[config.mk]
export PLATFORM = sky130hd
export DESIGN_NAME = vcds_ram
export DESIGN_NICKNAME = d
export VERILOG_FILES = /design/src/rtl/vcds_ram.sv
export SDC_FILE = /design/constraint.sdc
export NUM_CORES = 1
export LEC_CHECK = 0
export ABC_AREA = 1
export CAP_MARGIN = 40
export CELL_PAD_IN_SITES_DETAIL_PLACEMENT = 1
export CELL_PAD_IN_SITES_GLOBAL_PLACEMENT = 1
export CORE_MARGIN = 2
export CORE_UTILIZATION = 54
export CTS_CLUSTER_SIZE = 40
export DETAILED_ROUTE_END_ITERATION = 7
export DONT_BUFFER_PORTS = 1
export PLACE_DENSITY = 0.82
export SLEW_MARGIN = 20
export SYNTH_ARGS = -nofsm -noshare
export SYNTH_HDL_FRONTEND = slang
export SYNTH_SLANG_ARGS = --single-unit
[constraint.sdc]
create_clock -name clock -period 2.56 [get_ports clock]
set_input_delay 0.512 -clock clock [delete_from_list [all_inputs] [get_ports clock]]
set_output_delay 0.512 -clock clock [all_outputs]
set_load 0.05 [all_outputs]
[src/rtl/vcds_ram.sv]
// Generic single-write, single-read RAM with a registered read port.
// Depends on nothing.
`timescale 1ns / 1ps
`default_nettype none
module vcds_ram #(
   parameter int WIDTH = 8,
   parameter int DEPTH = 16
) (
   input  wire logic                     clock,
   input  wire logic                     wr_en,
   input  wire logic [$clog2(DEPTH)-1:0] wr_addr,
   input  wire logic [WIDTH-1:0]         wr_data,
   input  wire logic                     rd_en,
   input  wire logic [$clog2(DEPTH)-1:0] rd_addr,
   output logic [WIDTH-1:0]              rd_data
);
   logic [WIDTH-1:0] mem_ff [DEPTH];
   logic [WIDTH-1:0] rd_data_ff;

   // Read-first: a read and a write at one address return the old word.
   always_ff @(posedge clock) begin
      if (wr_en) begin
         mem_ff[wr_addr] <= wr_data;
      end
      if (rd_en) begin
         rd_data_ff <= mem_ff[rd_addr];
      end
   end

   assign rd_data = rd_data_ff;
endmodule
`default_nettype wire

After elaboration in Yosys (flattened, before gate mapping)
Memory sizes are Yosys's and may differ from the RTL's. A register that Yosys moved wholly into a read port is not among the register bits.
Cells that the tools add are included.
Widths: inputs -> output; s select.

operators by class
  muxes and demuxes = 2

operator list
  cell    count
  $mux 1  2

storage, ports and cells
  bits in registers = 0
  RAM bits = 128
  input port bits = 19
  output and inout bits = 8
  memories = 1

memories
  memory  depth  bits a word  rd ports  clocked after Yosys merged registers in  write ports  RTL line  RTL
  mem_ff  16     8            1         1                                        1            17        logic [WIDTH-1:0] mem_ff [DEPTH];

Longest topological paths before layout
  depth after elaboration = 2
  mapped depth = 8
  gate-level depth less buffers = 7

Worst setup path after synthesis
OpenSTA, ideal clock, no wires.

  kind = input-to-reg
  start point = in wr_addr[2]
  end point = mem mem_ff[10][0], enable pin
  library setup time = 0.370 ns
  data arrival time = 1.093 ns
  data required time = 2.190 ns
  path slack = 1.097 ns
  stages on the path = 2
  path buffers = 0
  cell sequence = nand3b_1 nor2_1

RTL lines
  item                RTL line  RTL
  start: declaration  11        input wire logic [$clog2(DEPTH)-1:0] wr_addr,
  end: declaration    17

Straight into the memory's write port.

Final worst setup path
  start point = reg rd_data_ff[0], in the netlist rd_data[0] (read register of mem_ff)
  end point = out rd_data[0]

RTL lines
  item                RTL line  RTL
  start: declaration  18        logic [WIDTH-1:0] rd_data_ff;
  end: declaration    15        output logic [WIDTH-1:0] rd_data

No word-level cell between the ends.

==> flow_metrics.py <==
metrics = {
    "cells_and_area": {
        "syn2layout_area_growth_pct": 11.73,
        "instances_no_fill": 697,
        "fin_util_pct": 62.71,
        "drive_gt1_share_pct": 6.061,
        "final_nets": 568,
        "antenna_cells": 0,
    },
    "synth": {
        "synth_cell_types": 11,
        "syn_area_per_cell_sq_um": 10.61,
        "synthTopCellsByArea": "edfxtp_1 (70%), nand2_1 (11%), nand3_1 (8.3%)",
        "syn_nets": 570,
        "yosys_warnings": 0,
        "synth_top_family_by_area": "simple AND/OR/NAND/NOR gates",
        "synth-seq-cells": 136,
        "synth-xor-area-share_pct": 0,
        "yosysSeqAreaShare_pct": 69.85,
        "synth_top_area_cell": "edfxtp_1",
        "synthSimpleGateAreaFrac_pct": 20.76,
        "synth_area_sq_mm": 0.005847,
        "synth.area.mux_share_pct": 0,
        "synth_fa_ha_area_share_pct": 0,
        "netlist_instances": 551,
        "yosys.area.top_type_share_pct": 69.85,
        "synth_compound_area_share_pct": 0,
    },
    "floorplanning": {
        "die_w_um": 108.1,
        "io_pins": 27,
        "rows": 37,
        "fp.dieH_um": 108.1,
        "floorplan.initialDensity_pct": 56.13,
        "core_sq_mm": 0.01042,
        "dieArea_sq_mm": 0.01168,
    },
    "cts": {
        "cts_tree": "built",
        "h-tree-depth": 4,
        "clkTransAtPathRegs_ns": 0.06,
        "cts_resized": 0,
        "cts_setup_buffers": 0,
        "cts_root_buf": "clkbuf_8",
        "max-clock-path-buffers": 2,
        "numCtsBuffers": 17,
        "ctsHoldBuffers": 0,
        "clock-sinks": 136,
        "worstSkewPairLatency_ns": 0.53,
    },
    "timing": {
        "worst_pin_slew_ns": 0.8251,
        "setup_tns_ns": 0,
        "skew_ns": 0.007965,
        "drv_slew": 0,
        "setup_viol": 0,
        "post-route-period-util_pct": 68.13,
        "hold_viol_final": 0,
        "min_period_ns": 1.744,
        "fmax_mhz": 573.3,
        "rsz0062_at_grt": "no",
        "slew-limit-headroom_pct": 44.79,
        "holdWs_ns": 0.07060,
    },
    "power": {
        "p_per_area_mw_per_mm2": 836.7,
        "p_switching_w": 0.001118,
        "seq_power_share_pct": 47.0,
        "swShare_pct": 20.46,
        "intPower_w": 0.004348,
        "power_frac_comb_pct": 3.7,
        "pwr-share-clk_pct": 49.3,
        "leakagePower_nw": 2.751,
        "ir_worst_vdd_uv": 493.0,
    },
    "grt": {
        "first_global_vias": 4134,
        "grt_max_degree": 66,
        "overflow": 0,
        "grt_use_total_pct": 28.15,
        "grt_antenna_before_repair": 0,
        "grt_first_pass_wirelength_mm": 23.10,
    },
    "route": {
        "ant_nets": 0,
        "vias": 3925,
        "first_pass_iters": 7,
        "drt_iter0_markers": 333,
        "wirelength_mm": 15.27,
        "via_per_inst": 5.631,
        "wl_per_cell_um": 21.91,
        "route.detailed.drc": 0,
    },
    "critical_path": {
        "cp_max_fo": 1,
        "endpoint_kind": "output pin",
        "rrSetupSlack_ns": 1.31,
        "cp-start-kind": "register",
        "critPathArrivalTime_ns": 1.23,
        "criticalPathCategory": "register to output pin",
        "worstPathRequired_ns": 2.05,
    },
    "placement": {
        "place.gp.congestion": 0.7997,
        "io_buffers": 0,
        "dpl.cell_count": 666,
        "dp_hpwl_mm": 9.135,
    },
    "run_status": {
        "status": "completed",
    },
    "min_path": {
        "holdCritPathClass": "input port to register",
    },
    "run": {
        "drv_cap": 0,
    },
}
## power groups by stage
stage | Combinational, W | Sequential [W] | Clock (W)
2_1_floorplan | 0.000176 | 0.00260 | 0
3_3_place_gp | 0.000187 | 0.00261 | 0
3_5_place_dp | 0.000197 | 0.00261 | 0
4_1_cts | 0.000203 | 0.00257 | 0.00271
5_1_grt | 0.000224 | 0.00257 | 0.00280
6_report | 0.000203 | 0.00257 | 0.00269
## synth_stat cells (all sizes together)
cell type,count
nand2,173
edfxtp,136
inv,102
nand3,97
buf,24
nor2,17
nand3b,2
## metal layers
layer / vias to the layer above / GRT usage, % / routed length, um
li1: 1780 / - / -
met1: 1946 / 35.96 / 6131
met2: 180 / 47.66 / 7756
met3: 19 / 7.414 / 1157
met4: 0 / 8.242 / 225
met5: - / 0 / 0
## registers in the layout, indices dropped and copies added, names as in the netlist
signal and count:
mem_ff 128, rd_data 8
## per-stage QoR
stage,setup slack [ns],instance area [sq um],power (W)
2_1_floorplan,1.097,5847,0.002780
3_3_place_gp,0.7602,5886,0.002797
3_5_place_dp,0.7276,5886,0.002811
4_1_cts,0.7999,6533,0.005481
5_1_grt,0.7854,6533,0.005596
6_report,0.8158,6533,0.005466
## cells by family (layout without fill, tap and decap cells)
| group | Yosys count | in the layout |
|---|---|---|
| buffers and inverters | 126 | 136 |
| and+or+nand+nor | 289 | 289 |
| DFF | 136 | 136 |
## layout make-up
class,count,area [sq um]
flip-flops and latches,136,4084
fillers,1102,3884
multi-input cells,289,1214
clock buffers,19,421.7
inverters,102,382.9
clock inverters,12,225.2
well taps,136,170.2
repair buffers,3,35.03
## final timing paths
| kind | cells after the start | startpoint | to |
|---|---|---|---|
| worst max-delay path | 0 | rd_data[0]$_DFFE_PP_ | rd_data[0] |
| worst min-delay path | 0 | wr_data[0] | mem_ff[3][0]$_DFFE_PP_ |
| worst max register to register | 6 | mem_ff[3][2]$_DFFE_PP_ | rd_data[2]$_DFFE_PP_ |
| worst min register to register | 6 | mem_ff[14][4]$_DFFE_PP_ | rd_data[4]$_DFFE_PP_ |
## cell usage in the layout (no fill, tap or decap)
cell type	Yosys	layout
clkinv_4	0	2
nand3_1	97	97
inv_1	100	100
clkinv_2	0	1
nand2_1	173	173
buf_12	0	1
clkinvlp_4	0	3
clkbuf_1	0	2
nor2_1	17	17
nand3b_1	2	2
edfxtp_1	136	136
inv_2	2	2
clkbuf_8	0	1
clkbuf_16	0	16
buf_4	4	2
bufinv_16	0	6
Power figures use the tool's default switching activity.
