===== src/rtl/vcds_pkg.sv =====
// Shared types, sizes and register codes for the variable-coefficient diffusion stencil.
// Depends on nothing; vcds_window, vcds_lane and the top level import it.
`timescale 1ns / 1ps
`default_nettype none
package vcds_pkg;

   // Largest interior grid the stores are sized for.
   localparam int MAX_X = 64;
   localparam int MAX_Y = 64;
   localparam int MAX_Z = 64;

   localparam int PLANE_MAX = (MAX_X + 2) * (MAX_Y + 2);
   localparam int WIN_DEPTH = 2 * PLANE_MAX + 1;
   localparam int WIN_AW    = $clog2(WIN_DEPTH);
   localparam int WIN_CW    = $clog2(WIN_DEPTH + 1);
   localparam int DLY_AW    = $clog2(PLANE_MAX);
   localparam int DLY_CW    = $clog2(PLANE_MAX + 1);

   // Field widths.
   localparam int CONC_W = 32;
   localparam int FRAC_W = 17;
   localparam int RATE_W = 16;
   localparam int SIZE_W = 7;
   localparam int CSR_W  = 16;
   localparam int CSR_IDX_W = 3;

   localparam logic [FRAC_W-1:0] FRAC_ONE = FRAC_W'(65536);

   // Mean-fraction arithmetic: s = fc + fn is Q1.17.
   localparam int S_W     = FRAC_W + 1;
   localparam logic [S_W-1:0] S_ONE = S_W'(131072);
   localparam int PROD_W  = RATE_W + S_W;
   localparam int R_SHIFT = 17;
   localparam int DIFF_W  = CONC_W + 1;
   localparam int TERM_W  = RATE_W + 1 + DIFF_W;
   localparam int SUM_W   = TERM_W + 3;
   localparam int NB_SHIFT = 16;

   // Register indexes of the configuration port.
   localparam logic [CSR_IDX_W-1:0] REG_SOLID_RATE  = CSR_IDX_W'(0);
   localparam logic [CSR_IDX_W-1:0] REG_LIQUID_RATE = CSR_IDX_W'(1);
   localparam logic [CSR_IDX_W-1:0] REG_SIZE_X      = CSR_IDX_W'(2);
   localparam logic [CSR_IDX_W-1:0] REG_SIZE_Y      = CSR_IDX_W'(3);
   localparam logic [CSR_IDX_W-1:0] REG_SIZE_Z      = CSR_IDX_W'(4);

   // Window read ports: the centre and five stored face neighbours.
   localparam int N_RD      = 6;
   localparam int RD_CENTRE = 0;
   localparam int N_NBR     = 6;

   typedef struct packed {
      logic signed [CONC_W-1:0] conc;
      logic [FRAC_W-1:0]        frac;
      logic                     mold;
   } sample_type;

   // Load enables of the pipeline stages.
   typedef struct packed {
      logic s1;
      logic s2;
      logic s3;
      logic s4;
      logic s5;
      logic s6;
   } stage_ld_type;

endpackage
`default_nettype wire


===== src/rtl/vcds_lane.sv =====
// One neighbour lane: mixed rate from the mean fraction, then rate times concentration step.
// Depends on vcds_pkg.
`timescale 1ns / 1ps
`default_nettype none
module vcds_lane (
   input  wire logic                               clock,
   input  wire vcds_pkg::stage_ld_type             ld,
   input  wire logic [vcds_pkg::RATE_W-1:0]        solid_rate,
   input  wire logic [vcds_pkg::RATE_W-1:0]        liquid_rate,
   input  wire vcds_pkg::sample_type               centre,
   input  wire vcds_pkg::sample_type               nbr,
   output logic signed [vcds_pkg::TERM_W-1:0]      term
);
   import vcds_pkg::*;

   logic [S_W-1:0]           s_in;
   logic [PROD_W-1:0]        ps_ff, pl_ff;
   logic signed [DIFF_W-1:0] diff2_ff, diff3_ff;
   logic                     mold2_ff, mold3_ff;
   logic [PROD_W:0]          rsum;
   logic [RATE_W-1:0]        r16_ff;
   logic signed [RATE_W:0]   r_s;
   logic signed [TERM_W-1:0] prod;
   logic signed [TERM_W-1:0] term_in, term_ff;

   assign s_in = {1'b0, centre.frac} + {1'b0, nbr.frac};

   // Stage 2: the two rate products and the concentration difference.
   always_ff @(posedge clock) begin
      if (ld.s2) begin
         ps_ff    <= PROD_W'(solid_rate) * PROD_W'(s_in);
         pl_ff    <= PROD_W'(liquid_rate) * PROD_W'(S_ONE - s_in);
         diff2_ff <= {nbr.conc[CONC_W-1], nbr.conc} - {centre.conc[CONC_W-1], centre.conc};
         mold2_ff <= nbr.mold;
      end
   end

   // Stage 3: round the mixed rate to Q0.16.
   assign rsum = {1'b0, ps_ff} + {1'b0, pl_ff} + (PROD_W+1)'(1 << (R_SHIFT - 1));

   always_ff @(posedge clock) begin
      if (ld.s3) begin
         r16_ff   <= rsum[R_SHIFT +: RATE_W];
         diff3_ff <= diff2_ff;
         mold3_ff <= mold2_ff;
      end
   end

   // Stage 4: exact signed product; a mold neighbour contributes nothing.
   assign r_s     = $signed({1'b0, r16_ff});
   assign prod    = r_s * diff3_ff;
   assign term_in = mold3_ff ? '0 : prod;

   always_ff @(posedge clock) begin
      if (ld.s4) begin
         term_ff <= term_in;
      end
   end

   assign term = term_ff;
endmodule
`default_nettype wire


===== config.mk =====
export PLATFORM = sky130hd
export DESIGN_NAME = vcds_lane
export DESIGN_NICKNAME = d
export VERILOG_FILES = /design/src/rtl/vcds_pkg.sv /design/src/rtl/vcds_lane.sv
export SDC_FILE = /design/constraint.sdc
export NUM_CORES = 2
export LEC_CHECK = 0
export BUFFER_PORTS_ARGS = -buffer_cell sky130_fd_sc_hd__buf_2
export CAP_MARGIN = 30
export CORE_ASPECT_RATIO = 1.75
export CORE_MARGIN = 4
export CORE_UTILIZATION = 54
export DETAILED_ROUTE_END_ITERATION = 7
export PLACE_DENSITY = 0.74
export SYNTH_ARGS = -nofsm -noshare
export SYNTH_HDL_FRONTEND = slang
export SYNTH_SLANG_ARGS = --single-unit

===== constraint.sdc =====
create_clock -name clock -period 9.4 [get_ports clock]
set_clock_uncertainty 0.2 [all_clocks]
set_input_delay 0.94 -clock clock [delete_from_list [all_inputs] [get_ports clock]]
set_output_delay 0.94 -clock clock [all_outputs]
set_load 0.02 [all_outputs]

# [Word-level counts from Yosys, hierarchy flattened]
# Cells that the tools add are included.
[word_totals] n_memories=0 rom_bits=0 inputBits=139 ram_bits=0 out_inout_bits=50 ff_bits=200 word_cells=16 latch_bits=0
[op_classes] shifts=0 n_eq_ne=0 mux=0 reduce_logical=0 n_mul=3 magnitude_cmp=0 n_addsub=5 bitwise_logic=0 div_mod_pow=0
[op_table] operator="17-bit by 33-bit multiplier with 50-bit output" count=1
[op_table] operator="33-bit by 17-bit adder with 33-bit output (second input constant)" count=1
[op_table] operator="33-bit adder" count=1
[op_table] operator="16-bit by 18-bit multiplier with 33-bit output" count=1
[op_table] operator="17-bit by 19-bit multiplier with 33-bit output" count=1
[op_table] operator="32-bit by 32-bit subtractor with 33-bit output" count=1
[op_table] operator="18-bit by 18-bit subtractor with 19-bit output (first input constant)" count=1
[op_table] operator="17-bit by 17-bit adder with 18-bit output" count=1

# [Longest topological paths before layout]
[depth] depth_word=3 mapped_depth=36 depth_no_buf=34

# [Worst setup path after synthesis]
# No wires, ideal clock.
[synth_timing] path_kind="in2reg" from="input centre[1] in the netlist's numbering" to="register pl_ff[32], data pin" cell_stages=33 setup_time_ps=258 setup_slack_ps=-318 arrival_time_ps=9260 t_required_ps=8942 path_buffers=1 path_cell_list="ha_1 fa_1 a211oi_1 o211ai_1 a21oi_2 xnor2_1 or4_4 or4_4 o41a_1 clkbuf_1 nand2_1 inv_1 fa_1 inv_1 fa_1 inv_1 fa_1 fa_1 fa_1 inv_1 fa_1 inv_1 ha_1 a21o_1 a21oi_1 o21bai_1 a21o_1 a211oi_1 a21boi_0 o21ai_0 nand4_1 nand4b_1 xnor2_1"
[synth_between] elab_chain_len=3
[synth_rtl] element="start: declaration" line="vcds_lane.sv:10" source="input wire vcds_pkg::sample_type centre,"
[synth_rtl] element="17-bit by 17-bit adder with 18-bit output" line="vcds_lane.sv:26" source="assign s_in = {1'b0, centre.frac} + {1'b0, nbr.frac};"
[synth_rtl] element="18-bit by 18-bit subtractor with 19-bit output" line="vcds_lane.sv:32" source="pl_ff <= PROD_W'(liquid_rate) * PROD_W'(S_ONE - s_in);"
[synth_rtl] element="17-bit by 19-bit multiplier with 33-bit output" line="vcds_lane.sv:32"
[synth_rtl] element="end signal: assignment" line="vcds_lane.sv:32"
[synth_rtl] element="end: declaration" line="vcds_lane.sv:17" source="logic [PROD_W-1:0] ps_ff, pl_ff;"
# Every way passes these cells.
# A chain may end at the register's enable or synchronous reset.

# [Worst setup path after layout]
[layout_timing] from="input centre[1] in the netlist's numbering" to="register pl_ff[31], data pin"
# Same word-level chain as after synthesis.

==> flow_summary.json <==
{
  "ys_top_cells_by_count": "inv_1 (1,226), fa_1 (1,009), nand2_1 (766)",
  "yosys.area_share.simple_pct": 14.5,
  "hold_violations": 0,
  "grt_start_max_net_pins": 51,
  "wl_um": 129000,
  "crit_path_max_incr_delay_ns": 0.56,
  "critPathSlowestCell": "or4_4",
  "ios": 189,
  "path_common_cell": "fa_1",
  "synth_fa_ha_area_share_pct": 52.3,
  "ys_seq_area_share_pct": 12.4,
  "setup_viol": 0,
  "period_share_pct": 96.5,
  "syn_nets": 6757,
  "synthCells": 5192,
  "cts_tree": "yes",
  "ant_nets": 0,
  "cp_num_buf_inv": 6,
  "path_max_fanout": 7,
  "synth_top_cell_area_share_pct": 41.6,
  "synth_top_family_by_area": "adder cells",
  "synth_edf_count": 200,
  "vias_per_cell": 5.52,
  "syn_area_per_cell_um2": 9.35,
  "postLayoutCoreUtil_pct": 58.9,
  "worst_setup_path_end_kind": "register",
  "yosys-top-cells-area": "fa_1 (42%), edfxtp_1 (12%), ha_1 (11%)",
  "max_slew_margin_pct": 31.6,
  "holdWs_ns": 0.217,
  "rows": 145,
  "die_w_um": 235,
  "hold_class": "reg -> reg",
  "nets": 6946,
  "timing.fmax_mhz": 110,
  "clk_latency_ns": 0.48,
  "numCtsBuffers": 17,
  "port_buffers": 184,
  "synth_cell_types": 67,
  "ys.flop_type": "edfxtp_1",
  "layout-area-overhead-vs-synth_pct": 8.28,
  "synth-xor-area-share_pct": 3.59,
  "grt_pass1_vias": 40600,
  "dp_hpwl_um": 107000,
  "critPathKind": "in -> reg",
  "num_antenna_cells": 0,
  "tns_ns": 0,
  "cts.clk_slew.worst_paths_ns": 0.08,
  "initial_core_util_pct": 54.4,
  "grt_usage_pct": 27.9,
  "ys_warn_count": 0,
  "status": "finished clean",
  "async_flop_share_pct": 0,
  "cts-root-buf": "clkbuf_16",
  "drv_cap": 0,
  "drtIter0Drc": 1847,
  "synth.ff_latch_count": 200,
  "die-area_um2": 95000,
  "gp_congestion": 0.974,
  "synth_mux_area_share_pct": 0.0412,
  "cp-start-kind": "input port",
  "path_delay_family": "adder cells",
  "synth_compound_area_share_pct": 6.17,
  "drcViolationCount": 0,
  "drive_gt1_share_pct": 8.58,
  "synth_most_common_cell": "inv_1",
  "syn-cell-area_um2": 48600,
  "yosysTopAreaCell": "fa_1",
  "grt_antenna_before_repair": 2,
  "finalMaxSlewViolations": 0,
  "hold_buffers": 0,
  "worst_pin_slew_ns": 1.03,
  "placedCellCount": 6535,
  "vias": 36300,
  "die_y_um": 405,
  "cts_buffer_depth": 2,
  "wire_per_inst_um": 19.6,
  "layoutNonFillerInstCount": 6570,
  "grt_overflow": 0,
  "worstPathArrival_ns": 9.11,
  "fin_crit_ns": 9.08,
  "clock-sinks": 200,
  "grt_pass1_wl_um": 207000,
  "rsz0062_at_grt": "true",
  "cp.required_ns": 9.44,
  "core_region_area_um2": 89300,
  "htreeDepth": 4,
  "dr.pass1.iters": 5
}
-- what timing repair did --
| action | 4_1_cts | 5_1_grt |
|---|---|---|
| setup endpoints to repair | 0 | 9 |
| buffers inserted | 0 | 3 |
| resized for setup | 0 | 29 |
-- state kept, by name, summed over array words and instances, names as in the netlist --
signal	count
term	50
diff2_ff	33
mold2_ff	1
pl_ff	33
diff3_ff	33
mold3_ff	1
ps_ff	33
r16_ff	16
-- through the flow --
stage,setup slack [ns],cell area [µm²]
6_report,0.325,52600
5_1_grt,-0.0581,52600
4_1_cts,0.000300,52400
3_5_place_dp,-0.528,51800
3_3_place_gp,-0.449,51800
2_1_floorplan,0.0000790,48600
-- cells in the final DEF (no fill, tap or decap), drive strengths merged, types with 17 or more instances in the layout --
| master | n |
|---|---|
| xnor2 | 138 |
| xor2 | 60 |
| a31oi | 17 |
| a21oi | 123 |
| o21bai | 27 |
| nand3 | 23 |
| edfxtp | 200 |
| nor2 | 129 |
| buf | 372 |
| nand2 | 766 |
| and2 | 426 |
| fa | 1009 |
| nor3 | 37 |
| nor2b | 30 |
| clkbuf | 17 |
| o21ai | 74 |
| ha | 417 |
| inv | 1231 |
| a21o | 98 |
| o21a | 18 |
-- worst paths after layout --
kind	to	cells after the start	startpoint	slack [ns]
setup reg to reg	term[49]	23	r16_ff[3]	1.08
hold / removal	diff3_ff[9]	0	diff2_ff[9]	0.22
setup / recovery	pl_ff[31]	34	centre[1]	0.32
hold reg to reg	diff3_ff[9]	0	diff2_ff[9]	0.22
-- worst reg2reg max path: cells and delay by family, from the launching register on --
kind	cells	cell delay (ns)
simple gates	2	0.23
fa+ha+maj	7	3.48
xor+xnor	1	0.34
compound gates	9	2.23
buf+inv	4	0.57
flops	1	1.03
-- logic make-up (layout without fill, tap and decap cells) --
kind of cell | after synthesis | count (layout)
adders and majority gates | 1426 | 1426
AOI/OAI and AO/OA | 453 | 453
muxes | 2 | 2
DFF | 200 | 200
buffers and inverters | 1428 | 1630
and+or+nand+nor | 1485 | 1485
xor gates and xnor gates | 198 | 198
-- routing by layer --
metal  up-vias  routed length, µm  global-route usage [%]
li1      15900                  -                       -
met1     18400              40900                    27.1
met2      1307              69500                    53.0
met3       625               5850                    3.21
met4         0              12600                    21.9
met5         -                  0                       0
-- area by class of cell --
cell class / instances / area (µm²)
Clock inverter: 15 / 200
Multi-Input combinational cell: 3564 / 37400
Clock buffer: 17 / 425
Timing Repair Buffer: 372 / 2470
Inverter: 1226 / 4600
Sequential cell: 200 / 6010
Tap cell: 1176 / 1470
Fill cell: 7761 / 36700
Power is not shown: default switching activity piles up to over one toggle a cycle in this logic, so the estimate is an artifact.
